$ cat src/ssd_delay.sv
// ----------------------------------------------------------------------------
// ssd_delay
// Enabled shift line that carries side data alongside the norm units.
// ----------------------------------------------------------------------------
`default_nettype none

module ssd_delay #(
  parameter int WIDTH = 8,
  parameter int DEPTH = 4
) (
  input  wire logic             clk,
  input  wire logic             en,
  input  wire logic [WIDTH-1:0] din,
  output logic      [WIDTH-1:0] dout
);

  logic [WIDTH-1:0] taps [DEPTH];

  always_ff @(posedge clk) begin
    if (en) begin
      taps[0] <= din;
      for (int i = 1; i < DEPTH; i++) begin
        taps[i] <= taps[i-1];
      end
    end
  end

  assign dout = taps[DEPTH-1];

endmodule

`default_nettype wire

$ cat config.mk
export PLATFORM = sky130hd
export DESIGN_NAME = ssd_delay
export DESIGN_NICKNAME = d
export VERILOG_FILES = /design/src/ssd_delay.sv
export SDC_FILE = /design/constraint.sdc
export NUM_CORES = 1
export LEC_CHECK = 0
export BUFFER_PORTS_ARGS = -buffer_cell sky130_fd_sc_hd__buf_2
export CAP_MARGIN = 30
export CELL_PAD_IN_SITES_DETAIL_PLACEMENT = 0
export CELL_PAD_IN_SITES_GLOBAL_PLACEMENT = 1
export CORE_MARGIN = 5
export CORE_UTILIZATION = 45
export DETAILED_ROUTE_END_ITERATION = 6
export MAX_ROUTING_LAYER = met4
export PLACE_DENSITY = 0.8
export SYNTH_ARGS = -nofsm -noshare
export SYNTH_HDL_FRONTEND = slang
export SYNTH_SLANG_ARGS = --single-unit
$ cat constraint.sdc
create_clock -name clk -period 0.9 [get_ports clk]
set_clock_uncertainty 0.15 [all_clocks]
set_input_delay 0.27 -clock clk [delete_from_list [all_inputs] [get_ports clk]]
set_output_delay 0.27 -clock clk [all_outputs]
set_load 0.02 [all_outputs]
==> impl_summary.md <==
Global route
Entering global routing, the biggest net connects 19 pins. Global routing used 7.21% of the available tracks. The initial antenna violation count was 0. The via count of the first global-routing pass is 347. The wire length of the first global-routing pass is roughly 1500 um.

Summed over all layers, the global routing overflow is 0.

Logic synthesis
The cell area after synthesis is 961 um2. For this run, the leading register cell type out of synthesis is sky130_fd_sc_hd__edfxtp_1. The gate count of the mapped netlist is 32. In this run the biggest area consumer among cell types represents between 90% and 100% of the synthesized area. The dominant cell by count in the synthesized netlist is sky130_fd_sc_hd__edfxtp_1.

The number of flip-flops and latches in the synthesized netlist is 32. After synthesis, the mean cell area works out to 30.0 um2. By area the synthesized netlist is led by sky130_fd_sc_hd__edfxtp_1 (100%). By count the netlist is led by sky130_fd_sc_hd__edfxtp_1 (32). The post-synthesis net count is 42. The sequential fraction of the synthesis area is 100%.

The count of distinct cell types in the synthesized netlist is 1. The largest area contributor in the netlist is sky130_fd_sc_hd__edfxtp_1. The number of warnings issued by yosys is 0. The fraction of registers with async set or reset after synthesis is 0%. The number of enable-type register cells in the synthesized netlist is 32.

Critical path
The data arrival at the endpoint of the critical path is 0.85 ns. The critical path class is flip-flop to primary output. The last element of the critical path is dout[7]. The destination of the worst register-to-register timing path is taps[2][4]$_DFFE_PP_. The worst-case reg-to-reg path depth is 0. Across all register-to-register paths, the minimum setup slack is 0.12 ns.

The worst setup path startpoint is taps[3][7]$_DFFE_PP_. The required time of the critical path is 0.48 ns. STA classifies the critical path endpoint as a primary output. Traced cell by cell, the critical path runs through buf_6. On the critical path, the stage with the largest delay is an instance of sky130_fd_sc_hd__edfxtp_1. The maximum net fanout on the critical path is 1. The cell family with the largest share of critical-path delay is flip-flops. The number of stages on the worst setup path is 1. In this design, the stage delay of the slowest critical-path cell is 0.39 ns.

In this run the critical register-to-register path is launched from taps[1][4]$_DFFE_PP_. The number of buffer and inverter stages on the critical path is 1. STA classifies the critical path startpoint as a flip-flop.

STA
Setup repair after global routing could not meet its margin everywhere. For the finished layout, the period the worst path requires is 1.27 ns. Hold timing on the final database bottoms out at a slack of -0.0219 ns. Of the available clock period, the critical path in the final layout requires 141%. Setup violations remaining at the end of the flow were counted as 8. The worst slew margin relative to its limit is approximately 93%. The max-slew violation count is 0. After layout, the worst setup slack is -0.366 ns.

The pin slew with the least headroom to its limit is ~0.11 ns. The maximum clock rate is 790 MHz. The hold violation count in the final report is 8. The final setup TNS is -2.84 ns.

Placement
The global placement routability congestion is 0.594. In this run the cell area measured after placement is 0.00112 mm2. The cell count after placement is 78. During placement, the flow inserted port buffers numbering 17.

Power
The static leakage power is 0.438 nW. The maximum ir drop on the vdd rail is 1.32 mV. The total power density per cell area is 2150 mW/mm2.

Die
The number of placed I/O pins is 18. Once the floorplan was initialized, standard cells occupied 48.0% of the core. The floorplan die width is around 56 um.

Row generation in the floorplan step produced 16 rows. From bottom edge to top edge, the die measures 56.2 um. The core region is between 0.002 and 0.0025 mm2.

The die footprint is 0.00316 mm2.

Detailed routing
The iteration count of the initial detailed-routing pass is 1. After the first detailed-routing iteration, the DRC count stood at 0. The wire length per cell after detailed routing is 10.3 um. The via count normalized by instance count is 4.31. The count of unresolved DRC violations after routing is 0.

Once detail routing completed, the nets flagged for antenna violations numbered 0. Summing over every cut layer, the via total after detailed routing is 371. The total wirelength of the detailed-routed design is 882 um.

Cells and area
The register name with the most flops is taps. The number of cells in the finished layout apart from fillers is 86. In the final layout, the share of cells above drive strength 1 is between 40% and 50%. The number of antenna diodes in the final layout is 0. Summing all multi-input logic gate instances after layout gives 0 um2. Once layout is done, the placed cells without fillers occupy 0.00121 mm2. Multi-input combinational cells in the finished layout were counted as 0. Registers take 961 um2. The filler cell count in the final layout is around 160. After the last flow step, the layout net total stands at 68. The area added between synthesis and finish is 25.5%. The number of flip-flops under the largest register name is 32. The largest registers in the layout are taps: 32 flops.

CTS
The clock network latency to the later pin of the worst-skew pair is 0.31 ns. The clock tree from TritonCTS is yes. The maximum clock path buffer count is 2. The H-tree generated during clock tree synthesis spans 2 levels.

The root buffer cell is sky130_fd_sc_hd__clkbuf_4. The TritonCTS sink count is 32. Clock-pin slew was measured on the worst setup and hold paths at 0.08 ns. The total CTS buffers is 5.

Min path
The class of the most critical hold timing path is input pin to flip-flop. Along the worst hold path, the cell count comes to 1. The startpoint identified for the worst hold timing path is din[7].

Run status
The run finished, with violations left. The final reports fail on negative hold slack, negative setup slack.

Run
Across the run, the number of max-cap violations was 0.
==> report_power, final <==
| group | leakage, nW | switching [W] | internal (W) |
|---|---|---|---|
| sequential | 0.313 | 0.0000242 | 0.00175 |
| combinational | 0.0984 | 0.0000632 | 0.0000611 |
| clock | 0.0269 | 0.000392 | 0.000299 |
==> logic make-up (layout without fill, tap and decap cells) <==
kind of cell           Yosys count  in the layout  share of synthesized area (%)
buffers and inverters            0             27                              0
flip-flops                      32             32                            100
==> placed cells by master, fill, tap and decap left out <==
cell,n
sky130_fd_sc_hd__clkinv_1,1
sky130_fd_sc_hd__buf_12,2
sky130_fd_sc_hd__edfxtp_1,32
sky130_fd_sc_hd__buf_2,11
sky130_fd_sc_hd__clkbuf_4,5
sky130_fd_sc_hd__clkbuf_1,2
sky130_fd_sc_hd__buf_6,6
==> stage by stage <==
step / setup WS, ns / util, % / power, W / hold slack, ns
finish: -0.366 / 60.3 / 0.00259 / -0.0219
global route: -0.427 / 60.3 / 0.00274 / -0.0603
CTS: -0.402 / 58.4 / 0.00263 / -0.0448
detailed placement: -0.120 / 55.9 / 0.00192 / 0.255
global placement: -0.116 / 55.9 / 0.00191 / 0.250
floorplan: 0.0305 / - / 0.00183 / 0.219
==> final cells by class <==
type                    count  area share [%]
clock buffers               7            3.73
clock inverters             1           0.311
flip-flops and latches     32            79.7
well taps                  27            2.80
repair buffers             19            13.5
==> metal layers <==
metal	global-route usage, %	up-vias	part of all wire (%)
met5	-	-	0
met4	4.07	0	2.5
met3	7.66	4	18
met2	8.68	24	42
met1	6.98	161	37
li1	-	182	-
==> how the worst min path moves through the flow <==
stage                                 endpoint  slack, ns
final                     taps[0][7]$_DFFE_PP_      -0.02
after global routing      taps[0][2]$_DFFE_PP_      -0.06
after detailed placement  taps[3][1]$_DFFE_PP_       0.26
after global placement    taps[2][2]$_DFFE_PP_       0.25
after floorplan           taps[0][0]$_DFFE_PP_       0.22
after CTS                 taps[0][7]$_DFFE_PP_      -0.04
==> timing repair <==
action / CTS / global route
cloned: 0 / 0
endpoints found under the setup margin: 8 / 8
gates resized for setup: 0 / 12
hold endpoints to repair: 8 / 8
setup buffers: 0 / 0
Note: power is estimated with default switching activity, not from simulation.
